==> src/rtl/tal_pkg.sv <==
`timescale 1ns / 1ps
`default_nettype none
package tal_pkg;

    localparam int TABLE_DEPTH_DEF = 64;
    localparam int SAMPLE_BITS_DEF = 16;
    localparam int DIV_W           = 50;
    localparam int QDEPTH          = 2;
    localparam int QAW             = 1;

    localparam logic [23:0] RES_MAX       = 24'hFFFFFF;
    localparam logic [23:0] OFS_DIVISOR   = 24'd10;
    localparam logic [23:0] FILT_DIVISOR  = 24'd20;
    localparam logic [4:0]  FILT_OLD_WT   = 5'd19;

    // reciprocal of 10 for a 19-bit dividend, of 5 for a 28-bit dividend
    localparam logic [23:0] OFS_RECIP     = 24'd13421773;
    localparam int          OFS_SHIFT     = 27;
    localparam logic [27:0] FILT_RECIP    = 28'd214748365;
    localparam int          FILT_SHIFT    = 30;

    typedef struct packed {
        logic               func;
        logic [15:0]        current_sample;
        logic [15:0]        voltage_sample;
        logic [5:0]         table_index;
        logic signed [15:0] table_temp;
        logic [23:0]        table_resistance;
    } item_t;

    typedef struct packed {
        logic [23:0]        resistance_ohms;
        logic signed [23:0] temperature;
        logic signed [23:0] filtered_temp;
        logic               open_sensor;
    } result_t;

    typedef struct packed {
        logic [7:0]         average_count;
        logic [15:0]        reference_resistance;
        logic signed [10:0] offset_tenths;
        logic [23:0]        open_threshold;
        logic [6:0]         table_length;
    } cfg_t;

    typedef struct packed {
        logic               is_table;
        logic [23:0]        csum;
        logic [23:0]        vsum;
        logic [7:0]         cnt;
        logic [5:0]         idx;
        logic signed [15:0] ttemp;
        logic [23:0]        tres;
    } job_t;

    typedef struct packed {
        logic signed [15:0] temp;
        logic [23:0]        res;
    } entry_t;

    typedef enum logic [2:0] {
        REG_AVERAGE_COUNT  = 3'd0,
        REG_REFERENCE_RES  = 3'd1,
        REG_OFFSET_TENTHS  = 3'd2,
        REG_OPEN_THRESHOLD = 3'd3,
        REG_TABLE_LENGTH   = 3'd4
    } reg_idx_t;

    typedef enum logic [4:0] {
        S_IDLE,
        S_AVGI,
        S_AVGV,
        S_MUL,
        S_RESL,
        S_RES,
        S_OFS,
        S_OFSW,
        S_WRD,
        S_WCMP,
        S_RDA,
        S_RDB,
        S_DIFF,
        S_MULI,
        S_FRACL,
        S_FRAC,
        S_SUM,
        S_FILT,
        S_FLAUNCH,
        S_FDIV,
        S_OUT
    } back_state_t;

endpackage
`default_nettype wire

==> src/rtl/tal_front.sv <==
`timescale 1ns / 1ps
`default_nettype none
module tal_front
    import tal_pkg::*;
#(
    parameter int SAMPLE_BITS = SAMPLE_BITS_DEF
)
(
    input  wire logic  clk,
    input  wire logic  rst_n,
    input  wire logic  push,
    output logic       full,
    input  wire item_t item,
    input  wire logic [7:0] average_count,
    output job_t       job,
    output logic       job_push,
    input  wire logic  job_full
);

    localparam logic [15:0] SMASK = (SAMPLE_BITS >= 16) ? 16'hFFFF
                                  : 16'((32'd1 << SAMPLE_BITS) - 32'd1);

    logic [23:0] csum_reg, csum_next;
    logic [23:0] vsum_reg, vsum_next;
    logic [7:0]  cnt_reg, cnt_next;
    logic [7:0]  target;
    logic        accept;
    logic        close;

    assign full      = job_full;
    assign accept    = push && !job_full;
    assign target    = (average_count == 8'd0) ? 8'd1 : average_count;
    assign csum_next = csum_reg + 24'(item.current_sample & SMASK);
    assign vsum_next = vsum_reg + 24'(item.voltage_sample & SMASK);
    assign cnt_next  = cnt_reg + 8'd1;
    assign close     = (cnt_next >= target);

    always_comb
    begin
        job.is_table = item.func;
        job.csum     = csum_next;
        job.vsum     = vsum_next;
        job.cnt      = cnt_next;
        job.idx      = item.table_index;
        job.ttemp    = item.table_temp;
        job.tres     = item.table_resistance;
        job_push     = accept && (item.func || close);
    end

    always_ff @(posedge clk or negedge rst_n)
    begin
        if (!rst_n)
        begin
            csum_reg <= '0;
            vsum_reg <= '0;
            cnt_reg  <= '0;
        end
        else if (accept && !item.func)
        begin
            if (close)
            begin
                csum_reg <= '0;
                vsum_reg <= '0;
                cnt_reg  <= '0;
            end
            else
            begin
                csum_reg <= csum_next;
                vsum_reg <= vsum_next;
                cnt_reg  <= cnt_next;
            end
        end
    end

endmodule
`default_nettype wire

==> config.mk <==
export PLATFORM = sky130hd
export DESIGN_NAME = tal_front
export DESIGN_NICKNAME = d
export VERILOG_FILES = /design/src/rtl/tal_pkg.sv /design/src/rtl/tal_front.sv
export SDC_FILE = /design/constraint.sdc
export NUM_CORES = 1
export LEC_CHECK = 0
export BUFFER_PORTS_ARGS = -buffer_cell sky130_fd_sc_hd__buf_4
export CAP_MARGIN = 20
export CORE_MARGIN = 2
export CORE_UTILIZATION = 45
export DETAILED_ROUTE_END_ITERATION = 16
export PLACE_DENSITY = 0.74
export SYNTH_ARGS = -nofsm -noshare
export SYNTH_HDL_FRONTEND = slang
export SYNTH_SLANG_ARGS = --single-unit
==> constraint.sdc <==
create_clock -name clk -period 3.4 [get_ports clk]
set_clock_uncertainty 0.2 [all_clocks]
set_input_delay 0.34 -clock clk [delete_from_list [all_inputs] [get_ports clk]]
set_output_delay 0.34 -clock clk [all_outputs]
set_load 0.05 [all_outputs]
* Yosys cells after proc, flatten, opt, wreduce, memory -nomap -nowiden
Cells that the tools add are included.
Widths: inputs -> output; s select.
** Cells by class
- $add $sub $neg :: 3
- $mul :: 0
- Divide/modulo/power cells :: 0
- Order comparisons :: 1
- Eq/ne operators :: 0
- Shifts and indexed selects :: 0
- Multiplexer cells :: 4
- Bitwise logic cells :: 0
- Reductions and logical operators :: 7
** Operators with widths (number)
- $add 24x16->24 :: 2
- $mux 24 :: 2
- $mux 8 :: 2
- $add 8x1->8 const B :: 1
- $ge 8x8->1 :: 1
- $logic_not 8->1 :: 1
- $logic_and 1x1->1 :: 3
- $logic_not 1->1 :: 2
- $logic_or 1x1->1 :: 1
** Word-level totals
- Flip-flop bits (word level) :: 56
- Latch bits :: 0
- Memory bits (writable) :: 0
- Bits in read-only memories :: 0
- Bits of input ports :: 91
- Logic and storage cells :: 18
- Memories :: 0

* Depth between registers and ports, before layout
- Word-level depth :: 5
- Gate-level depth with buffers :: 13
- Depth with buffers taken out :: 11

* Worst setup path after synthesis
OpenSTA, ideal clock, no wires.
- Path type :: flip-flop to output port
- Start :: reg cnt_reg[0]
- End :: out job_push
- Data arrival time :: 4151 ps
- Slack :: -1291 ps
- Stages on the path, launching flop included :: 12
- Cells stage by stage :: dfrtp_1 > and3_1 > and3_1 > and3_1 > xor2_1 > ha_1 > nand2_1 > nor3_1 > a21o_1 > clkbuf_1 > nor2_1 > nor3b_1
** RTL lines
- start: declaration :: line tal_front.sv:25 : logic [7:0] cnt_reg, cnt_next;
- start signal: assignment :: line tal_front.sv:70 : cnt_reg <= cnt_next;
- end: declaration :: line tal_front.sv:16 : output logic job_push,

==> flow_summary.json <==
{
  "outcome": "completed",
  "hpwl_um": 9924,
  "crit_arrival_ns": 2.72,
  "busiest_layer": "met2",
  "slew_viol_final": 0,
  "fin_nets": 795,
  "slew_headroom_pct": 46.49,
  "powerDensity_nw_per_um2": 1120,
  "worstSetupEndpointType": "primary output",
  "viasPerCell": 5.878,
  "antenna_found_initial": 0,
  "hold-worst-slack_ns": 0.2879,
  "synthesis.nets": 741,
  "tritoncts": "done",
  "seq_area_frac_synth_pct": 27.11,
  "placed_cells": 790,
  "worstSetupStartpointType": "flop",
  "synth_seq_cells": 56,
  "final_cell_area_um2": 6080,
  "setup_viol": 0,
  "grt_pass1_wl_um": 21870,
  "die_h_um": 111.2,
  "ant_nets": 0,
  "preCtsSetupSlack_ns": 0.1150,
  "drt_wl_total_um": 13450,
  "period_minus_slack_ns": 3.256,
  "clk_latency_ns": 0.30,
  "clk_path_buf_depth": 2,
  "maxCapViolCount": 0,
  "gp_congestion": 0.9540,
  "grt_overflow": 0,
  "final_cell_mix": "buf_4, nand2_1, dfrtp_1",
  "async_flop_share_pct": 100.0,
  "drcViolationCount": 0,
  "drive_above_1_share_pct": 25.53,
  "place_area_um2": 5814,
  "clkTransAtPathRegs_ns": 0.08,
  "synth_cells": 607,
  "detail_route.wl_per_cell_um": 16.71,
  "hold_viol_final": 0,
  "io-pin-count": 196,
  "fin_ws_ns": 0.1444,
  "root_buffer": "clkbuf_16",
  "grt_pass1_vias": 4712,
  "htreeDepth": 2,
  "crit_type": "reg -> out",
  "path_max_fanout": 4,
  "crit_path_top_delay_cell": "dfrtp_1",
  "crit_required_ns": 2.86,
  "p_total_mw": 6.809,
  "rows": 39,
  "cp_cell_sequence": "ha_2, fa_2, a21o_1, a31o_2, nand4_1, a21boi_1, or3_1, and2_1, buf_4",
  "path_buf_inv": 1,
  "synth_enable_flop_cells": 0,
  "power_leakage_nw": 2.919,
  "cpPeakStageDelay_ns": 0.39,
  "globalRouteMet2Util_pct": 35.41,
  "grt_max_degree": 57,
  "coreArea_um2": 11320,
  "peakVddDrop_mv": 0.8909,
  "ys_warn_count": 0,
  "diodes": 0,
  "fin_crit_sh_pct": 95.75,
  "max_freq_mhz": 307.2,
  "fin_cells": 805,
  "cts.sinks": 56,
  "track_usage_pct": 20.93,
  "syn_to_final_growth_pct": 17.59,
  "port_buffers": 103,
  "synth_flop_cell": "dfrtp_1",
  "synthesis.area_um2": 5170,
  "final_util_pct": 53.70,
  "drt_iter0_markers": 235,
  "initial_core_util_pct": 45.67,
  "fin_setup_tns_ns": 0,
  "cts_made_buffers": 5,
  "yosys.cell_types.count": 75,
  "firstDrtPassIters": 5,
  "num_vias": 4732,
  "gr-usage-met3_pct": 4.265,
  "worst_slew_pin_slew_ns": 0.8026,
  "holdCritPathClass": "in -> reg",
  "die_w_um": 111.2,
  "met1_usage_pct": 27.34,
  "critPathTopFamily": "simple AND/OR/NAND/NOR gates",
  "final_common_cell": "buf_4",
  "synth_area_per_cell_um2": 8.517,
  "die_area_um2": 12360
}
-- layout make-up --
class | instances | area, um^2
inverters | 23 | 86.33
clock inverters | 2 | 10.01
repair buffers | 116 | 880.8
clock buffers | 6 | 138.9
flip-flops and latches | 56 | 1403
well taps | 143 | 178.9
fillers | 1030 | 5241
multi-input cells | 459 | 3382
-- what timing repair did --
item	in CTS	in global routing
setup endpoints to repair	3	14
gates cloned	0	1
hold buffers	1	0
pin swaps	1	4
hold endpoints to repair	56	0
buffers inserted	1	4
gates resized for setup	3	16
-- where the power goes --
part / leakage (nW) / switching (mW) / total (mW) / internal, mW
logic: 2.15 / 3.45 / 5.15 / 1.70
clock network: 0.0766 / 0.251 / 0.543 / 0.292
registers: 0.688 / 0.210 / 1.12 / 0.906
-- layer usage --
layer  vias to the layer above  share of wire, %
met1                      2265                44
met5                         -                 0
met2                       173                48
li1                       2273                 -
met4                         0               1.1
met3                        21               6.9
-- worst paths after layout --
path / startpoint / endpoint / slack [ns] / cells past startpoint
setup / recovery: csum_reg[0] / job[92] / 0.14 / 9
hold / removal: item[46] / vsum_reg[0] / 0.29 / 4
setup reg to reg: cnt_reg[0] / vsum_reg[21] / 0.25 / 11
hold reg to reg: csum_reg[4] / csum_reg[4] / 0.29 / 2
max in group asynchronous: rst_n / cnt_reg[0] / 1.97 / 2
min in group asynchronous: rst_n / vsum_reg[1] / 0.44 / 2
-- worst min-delay path, delay by kind of cell --
kind                       cells  cell delay, ns
adders and majority gates      1            0.15
AOI/OAI and AO/OA              1            0.13
buffers and inverters          1            0.08
and+or+nand+nor                1            0.05
-- cells by family (layout without fill, tap and decap cells) --
kind of cell	count (synthesis)	in the layout	share of synthesized area, %
adders and majority gates	43	43	10.70
buffers and inverters	93	147	10.55
and+or+nand+nor	184	184	17.91
AOI/OAI and AO/OA	186	187	26.09
DFF	56	56	27.11
muxes	1	1	0.1936
xor gates and xnor gates	44	44	7.454
-- cells in the mapped netlist (4+ instances only) --
cell,instances,area share [%]
nand2_1,65,4.7
dfrtp_1,56,27
buf_4,48,7.0
ha_1,41,9.9
a21oi_1,39,3.8
o21ai_0,38,3.7
xnor2_1,29,4.9
nor2_1,28,2.0
inv_1,23,1.7
a21o_1,19,2.8
nand3_1,19,1.8
xor2_1,15,2.5
a22o_1,14,2.4
clkbuf_1,14,1.0
and3_1,12,1.5
and2_1,10,1.2
o21ai_1,9,0.87
a31oi_1,8,0.97
nand2b_1,8,0.97
or3_1,8,0.97
buf_2,7,0.68
nand4_1,7,0.85
nor3_1,7,0.68
a211o_1,4,0.68
a211oi_1,4,0.58
a31o_2,4,0.68
Power figures use the tool's default switching activity.
