File: src/rtl/tal_pkg.sv
`timescale 1ns / 1ps
`default_nettype none
package tal_pkg;

    localparam int TABLE_DEPTH_DEF = 64;
    localparam int SAMPLE_BITS_DEF = 16;
    localparam int DIV_W           = 50;
    localparam int QDEPTH          = 2;
    localparam int QAW             = 1;

    localparam logic [23:0] RES_MAX       = 24'hFFFFFF;
    localparam logic [23:0] OFS_DIVISOR   = 24'd10;
    localparam logic [23:0] FILT_DIVISOR  = 24'd20;
    localparam logic [4:0]  FILT_OLD_WT   = 5'd19;

    // reciprocal of 10 for a 19-bit dividend, of 5 for a 28-bit dividend
    localparam logic [23:0] OFS_RECIP     = 24'd13421773;
    localparam int          OFS_SHIFT     = 27;
    localparam logic [27:0] FILT_RECIP    = 28'd214748365;
    localparam int          FILT_SHIFT    = 30;

    typedef struct packed {
        logic               func;
        logic [15:0]        current_sample;
        logic [15:0]        voltage_sample;
        logic [5:0]         table_index;
        logic signed [15:0] table_temp;
        logic [23:0]        table_resistance;
    } item_t;

    typedef struct packed {
        logic [23:0]        resistance_ohms;
        logic signed [23:0] temperature;
        logic signed [23:0] filtered_temp;
        logic               open_sensor;
    } result_t;

    typedef struct packed {
        logic [7:0]         average_count;
        logic [15:0]        reference_resistance;
        logic signed [10:0] offset_tenths;
        logic [23:0]        open_threshold;
        logic [6:0]         table_length;
    } cfg_t;

    typedef struct packed {
        logic               is_table;
        logic [23:0]        csum;
        logic [23:0]        vsum;
        logic [7:0]         cnt;
        logic [5:0]         idx;
        logic signed [15:0] ttemp;
        logic [23:0]        tres;
    } job_t;

    typedef struct packed {
        logic signed [15:0] temp;
        logic [23:0]        res;
    } entry_t;

    typedef enum logic [2:0] {
        REG_AVERAGE_COUNT  = 3'd0,
        REG_REFERENCE_RES  = 3'd1,
        REG_OFFSET_TENTHS  = 3'd2,
        REG_OPEN_THRESHOLD = 3'd3,
        REG_TABLE_LENGTH   = 3'd4
    } reg_idx_t;

    typedef enum logic [4:0] {
        S_IDLE,
        S_AVGI,
        S_AVGV,
        S_MUL,
        S_RESL,
        S_RES,
        S_OFS,
        S_OFSW,
        S_WRD,
        S_WCMP,
        S_RDA,
        S_RDB,
        S_DIFF,
        S_MULI,
        S_FRACL,
        S_FRAC,
        S_SUM,
        S_FILT,
        S_FLAUNCH,
        S_FDIV,
        S_OUT
    } back_state_t;

endpackage
`default_nettype wire

File: src/rtl/tal_fifo.sv
`timescale 1ns / 1ps
`default_nettype none
module tal_fifo
    import tal_pkg::*;
(
    input  wire logic clk,
    input  wire logic rst_n,
    input  wire logic push,
    input  wire job_t wdata,
    output logic      full,
    input  wire logic pop,
    output job_t      rdata,
    output logic      empty
);

    job_t           mem_reg [QDEPTH];
    logic [QAW-1:0] wr_ptr_reg;
    logic [QAW-1:0] rd_ptr_reg;
    logic [QAW:0]   cnt_reg;
    logic           do_push;
    logic           do_pop;

    assign full    = (cnt_reg == (QAW+1)'(QDEPTH));
    assign empty   = (cnt_reg == '0);
    assign rdata   = mem_reg[rd_ptr_reg];
    assign do_push = push && !full;
    assign do_pop  = pop && !empty;

    always_ff @(posedge clk)
    begin
        if (do_push)
        begin
            mem_reg[wr_ptr_reg] <= wdata;
        end
    end

    always_ff @(posedge clk or negedge rst_n)
    begin
        if (!rst_n)
        begin
            wr_ptr_reg <= '0;
            rd_ptr_reg <= '0;
            cnt_reg    <= '0;
        end
        else
        begin
            if (do_push)
            begin
                wr_ptr_reg <= wr_ptr_reg + 1'b1;
            end
            if (do_pop)
            begin
                rd_ptr_reg <= rd_ptr_reg + 1'b1;
            end
            if (do_push && !do_pop)
            begin
                cnt_reg <= cnt_reg + 1'b1;
            end
            else if (do_pop && !do_push)
            begin
                cnt_reg <= cnt_reg - 1'b1;
            end
        end
    end

endmodule
`default_nettype wire

File: config.mk
export PLATFORM = sky130hd
export DESIGN_NAME = tal_fifo
export DESIGN_NICKNAME = d
export VERILOG_FILES = /design/src/rtl/tal_pkg.sv /design/src/rtl/tal_fifo.sv
export SDC_FILE = /design/constraint.sdc
export NUM_CORES = 1
export LEC_CHECK = 0
export ABC_AREA = 1
export BUFFER_PORTS_ARGS = -buffer_cell sky130_fd_sc_hd__buf_2
export CAP_MARGIN = 10
export CELL_PAD_IN_SITES_DETAIL_PLACEMENT = 1
export CELL_PAD_IN_SITES_GLOBAL_PLACEMENT = 2
export CORE_ASPECT_RATIO = 2
export CORE_MARGIN = 2
export CORE_UTILIZATION = 34
export DETAILED_ROUTE_END_ITERATION = 8
export GPL_ROUTABILITY_DRIVEN = 1
export PLACE_DENSITY_LB_ADDON = 0.1
export SKIP_CTS_REPAIR_TIMING = 1
export SLEW_MARGIN = 20
export SYNTH_ARGS = -nofsm -noshare
export SYNTH_HDL_FRONTEND = slang
export SYNTH_SLANG_ARGS = --single-unit
File: constraint.sdc
create_clock -name clk -period 6.2 [get_ports clk]
set_input_delay 0.31 -clock clk [delete_from_list [all_inputs] [get_ports clk]]
set_output_delay 0.31 -clock clk [all_outputs]
set_load 0.05 [all_outputs]
Word-level counts from Yosys, hierarchy flattened
Memories as Yosys holds them, arrays and structs flattened.
Cells that the tools add are included.
{"block": "totals", "mem_bits_rw": 206, "output_inout_bits": 105, "n_memories": 1, "register_bits": 4}
{"name": "mem_reg", "words": 2, "width": 103, "rd": 1, "rd_ports_with_merged_regs": 0, "wr": 1, "line_no": "tal_fifo.sv:16", "rtl": "job_t mem_reg [QDEPTH];"}
{"block": "classes", "muxes": 4, "add_sub_neg": 4, "n_eq_ne": 1, "reduce_logical": 10}
{"operator": "logical AND 1 bit", "count": 4}
{"operator": "logical NOT 1 bit", "count": 4}
{"operator": "two-way mux 2 bit", "count": 2}
{"operator": "adder 1 bit (second input constant)", "count": 2}
{"operator": "adder 2 x 1 -> 2 bit (second input constant)", "count": 1}
{"operator": "equality test 2 bit (second input constant)", "count": 1}
{"operator": "logical NOT 2 bit", "count": 1}
{"operator": "two-way mux 1 bit", "count": 2}
{"operator": "nonzero test 2 bit", "count": 1}
{"operator": "subtractor 2 x 1 -> 2 bit (second input constant)", "count": 1}

Longest topological paths before layout
{"block": "logic_depth", "depth_word": 7, "depth_mapped": 9, "ltp_nobuf": 9}

Least setup slack after synthesis
Ideal clock, no wire load.
{"block": "synth_path", "path_kind": "register to register", "from": "register cnt_reg[1]", "to": "memory mem_reg[1][0] (netlist name) (enable)", "synth_period_minus_slack_ns": 5.420, "stages_incl_launch_ff": 4, "path_slack_ns": 0.780, "setup_ns": 0.566, "required_time_ns": 5.634, "n_path_buf": 0, "t_arrival_ns": 4.854, "path_cell_list": "dfrtp_1 > inv_1 > o21ai_0 > nor2_1"}
{"block": "synth_via", "elab_chain_cells": 5}
{"item": "start, declared", "line_no": "tal_fifo.sv:19", "rtl": "logic [QAW:0] cnt_reg;"}
{"item": "start signal, assigned", "line_no": "tal_fifo.sv:57", "rtl": "cnt_reg <= cnt_reg + 1'b1;"}
{"item": "start signal, assigned", "line_no": "tal_fifo.sv:61", "rtl": "cnt_reg <= cnt_reg - 1'b1;"}
{"item": "equality test 2 bit", "line_no": "tal_fifo.sv:23", "rtl": "assign full = (cnt_reg == (QAW+1)'(QDEPTH));"}
{"item": "logical NOT 1 bit", "line_no": "tal_fifo.sv:26", "rtl": "assign do_push = push && !full;"}
{"item": "logical AND 1 bit", "line_no": "tal_fifo.sv:26"}
{"item": "two-way mux 1 bit", "line_no": "tal_fifo.sv:31", "rtl": "if (do_push)"}
{"item": "two-way mux 1 bit (not written as such)", "line_no": "tal_fifo.sv:33", "rtl": "mem_reg[wr_ptr_reg] <= wdata;"}
{"item": "end, declared", "line_no": "tal_fifo.sv:16"}
No other way between the ends.

==> flow_summary.json <==
{
  "cp.required_ns": 5.89,
  "h-tree-depth": 1,
  "finalCritPeriodShare_pct": 51.5,
  "synthTopCellsByArea": "edfxtp_1 80%, nand2_1 15%, dfrtp_1 1.3%, buf_6 1.2%, buf_2 0.97%",
  "regArea_um2": 6290,
  "area_growth_pct": 34.2,
  "pwr_density_cell_nw_per_um2": 552,
  "grt_pass1_vias": 5593,
  "yosysTopAreaCell": "edfxtp_1",
  "detail-route-antenna-nets": 0,
  "drc": 0,
  "gr-usage-met1_pct": 16.3,
  "ys_ff_latch": 210,
  "cts_buffer_depth": 3,
  "period_minus_slack_ns": 3.19,
  "nets": 969,
  "power_leakage_uw": 0.00445,
  "switchingPower_uw": 2700,
  "die_w_um": 111,
  "grt_pass1_wl_um": 30000,
  "syn_area_per_cell_um2": 13.6,
  "p_clk_share_pct": 19.4,
  "maxSlewViolCount": 0,
  "avgViaCountPerCell": 4.54,
  "p_int_uw": 3040,
  "async_reset_ff_share_pct": 1.90,
  "switching_share_pct": 47.0,
  "clk_pin_slew_ns": 0.07,
  "largest_register_ffs": 206,
  "synth_seq_area_share_pct": 81.2,
  "p_seq_share_pct": 35.8,
  "drt-total-wl_um": 19600,
  "cts_tree": "built",
  "drt-initial-drc-count": 157,
  "wl_per_cell_um": 17.0,
  "overflow": 0,
  "grt.met2_usage_pct": 31.6,
  "rsz0062_at_grt": "false",
  "cts_made_buffers": 20,
  "die_area_um2": 24100,
  "num_vias": 5235,
  "fin_ws_ns": 3.01,
  "power_uw": 5740,
  "synth_top_cell_area_share_pct": 79.9,
  "grt_use_met3_pct": 2.90,
  "synth_warnings": 0,
  "slew_headroom_pct": 39.1,
  "hold_slack_ns": 0.0106,
  "yosys-top-cells-count": "318 x nand2_1, 206 x edfxtp_1, 15 x buf_2",
  "fp.coreArea_um2": 22500,
  "cp-end-kind": "output pin",
  "synth_nets": 678,
  "num_rows": 78,
  "synth_edf_count": 206,
  "synthesis.instances": 570,
  "grt_max_degree": 78,
  "skew_ns": 0.0118,
  "setup_viol": 0,
  "path_max_fanout": 77,
  "tightest_slew_ns": 0.914,
  "drive_gt1_share_pct": 28.1,
  "cts.sinks": 210,
  "hp-class": "in2reg",
  "critPathKind": "reg2out",
  "peakVddDrop_uv": 306,
  "grt_antenna_before_repair": 0,
  "critical_path_arrival_ns": 2.88,
  "dr.pass1.iters": 4,
  "combPwrFrac_pct": 44.8,
  "ctsRootBufferMaster": "clkbuf_16",
  "dp_cells": 1042,
  "max_freq_mhz": 313,
  "portBuffers": 211,
  "grt_use_total_pct": 16.0,
  "dieHeight_um": 217,
  "layout.cells.non_filler": 1153,
  "routabilityCongestion": 0.729,
  "yosysUniqueCellTypes": 14,
  "start_util_pct": 34.3,
  "busiest_layer": "met2",
  "status": "completed",
  "start_kind": "flip-flop",
  "top_level_ports": 212,
  "max_cap_violations": 0,
  "n_antenna_cell": 0,
  "pre_cts_ws_ns": 3.43,
  "hold_violations": 0,
  "ys.flop_type": "edfxtp_1",
  "clock_latency_ns": 0.50,
  "dp_hpwl_um": 12600,
  "fin_tns_setup_ns": 0,
  "syn-cell-area_um2": 7740,
  "fill_cells": 2407,
  "synth_most_common_cell": "nand2_1",
  "multiInputGateArea_um2": 1270
}
-- path summary, 6_finish.rpt --
kind | startpoint | cells past startpoint | slack [ns] | endpoint
worst min-delay path | wdata[32] | 1 | 0.01 | mem_reg[0][32]$_DFFE_PP_
worst min register to register | wr_ptr_reg$_DFFE_PN0P_ | 2 | 0.49 | wr_ptr_reg$_DFFE_PN0P_
worst max-delay path | rd_ptr_reg$_DFFE_PN0P_ | 5 | 3.01 | rdata[43]
min in group asynchronous | rst_n | 2 | 0.18 | rd_ptr_reg$_DFFE_PN0P_
max in group asynchronous | rst_n | 2 | 5.87 | rd_ptr_reg$_DFFE_PN0P_
worst max register to register | cnt_reg[1]$_DFFE_PN0P_ | 6 | 3.66 | mem_reg[0][72]$_DFFE_PP_
-- placed cells by master (no fill, tap or decap), drive strengths merged, types with 2 or more instances in the layout --
cell type / Yosys / final
nand2: 318 / 318
clkinv: 0 / 11
clkbuf: 0 / 24
edfxtp: 206 / 206
dlygate4sd3: 0 / 77
inv: 8 / 7
buf: 23 / 215
nor2: 4 / 4
o21ai: 2 / 2
dfrtp: 4 / 4
-- power groups by stage --
stage | clock (uW) | sequential (uW) | combinational, uW
floorplan | 0 | 2060 | 1970
global placement | 0 | 2070 | 2560
detailed placement | 0 | 2090 | 2590
CTS | 1160 | 2060 | 2590
global route | 1200 | 2090 | 2760
finish | 1110 | 2050 | 2570
-- cells by family after synthesis --
group / synth area share, %
simple gates: 15.9
flops: 81.2
buf+inv: 2.52
compound gates: 0.129
xor+xnor: 0.113
fa+ha+maj: 0.162
-- through the flow --
stage	cell area, um2	util (%)
global route	10400	46.1
finish	10400	46.1
CTS	9620	42.7
global placement	9040	40.1
floorplan	7740	-
detailed placement	9040	40.1
-- area by class of cell --
type / instances / area share, %
flip-flops and latches: 210 / 60.5
repair buffers: 292 / 18.0
multi-input cells: 329 / 12.2
clock buffers: 24 / 5.17
well taps: 280 / 3.37
clock inverters: 10 / 0.421
inverters: 8 / 0.325
-- critical path, cell delays in order, from the launching register on --
cell      delay (ns)
dfrtp_4         0.65
clkinv_2        0.37
buf_4           0.78
nand2_1         0.11
nand2_1         0.12
buf_2           0.28
-- per-layer routing --
metal	vias up	part of all wire (%)
met5	-	0
met4	0	2.8
met3	32	4.5
met2	153	57
met1	2557	35
li1	2493	-
Note: power is estimated with default switching activity, not from simulation.
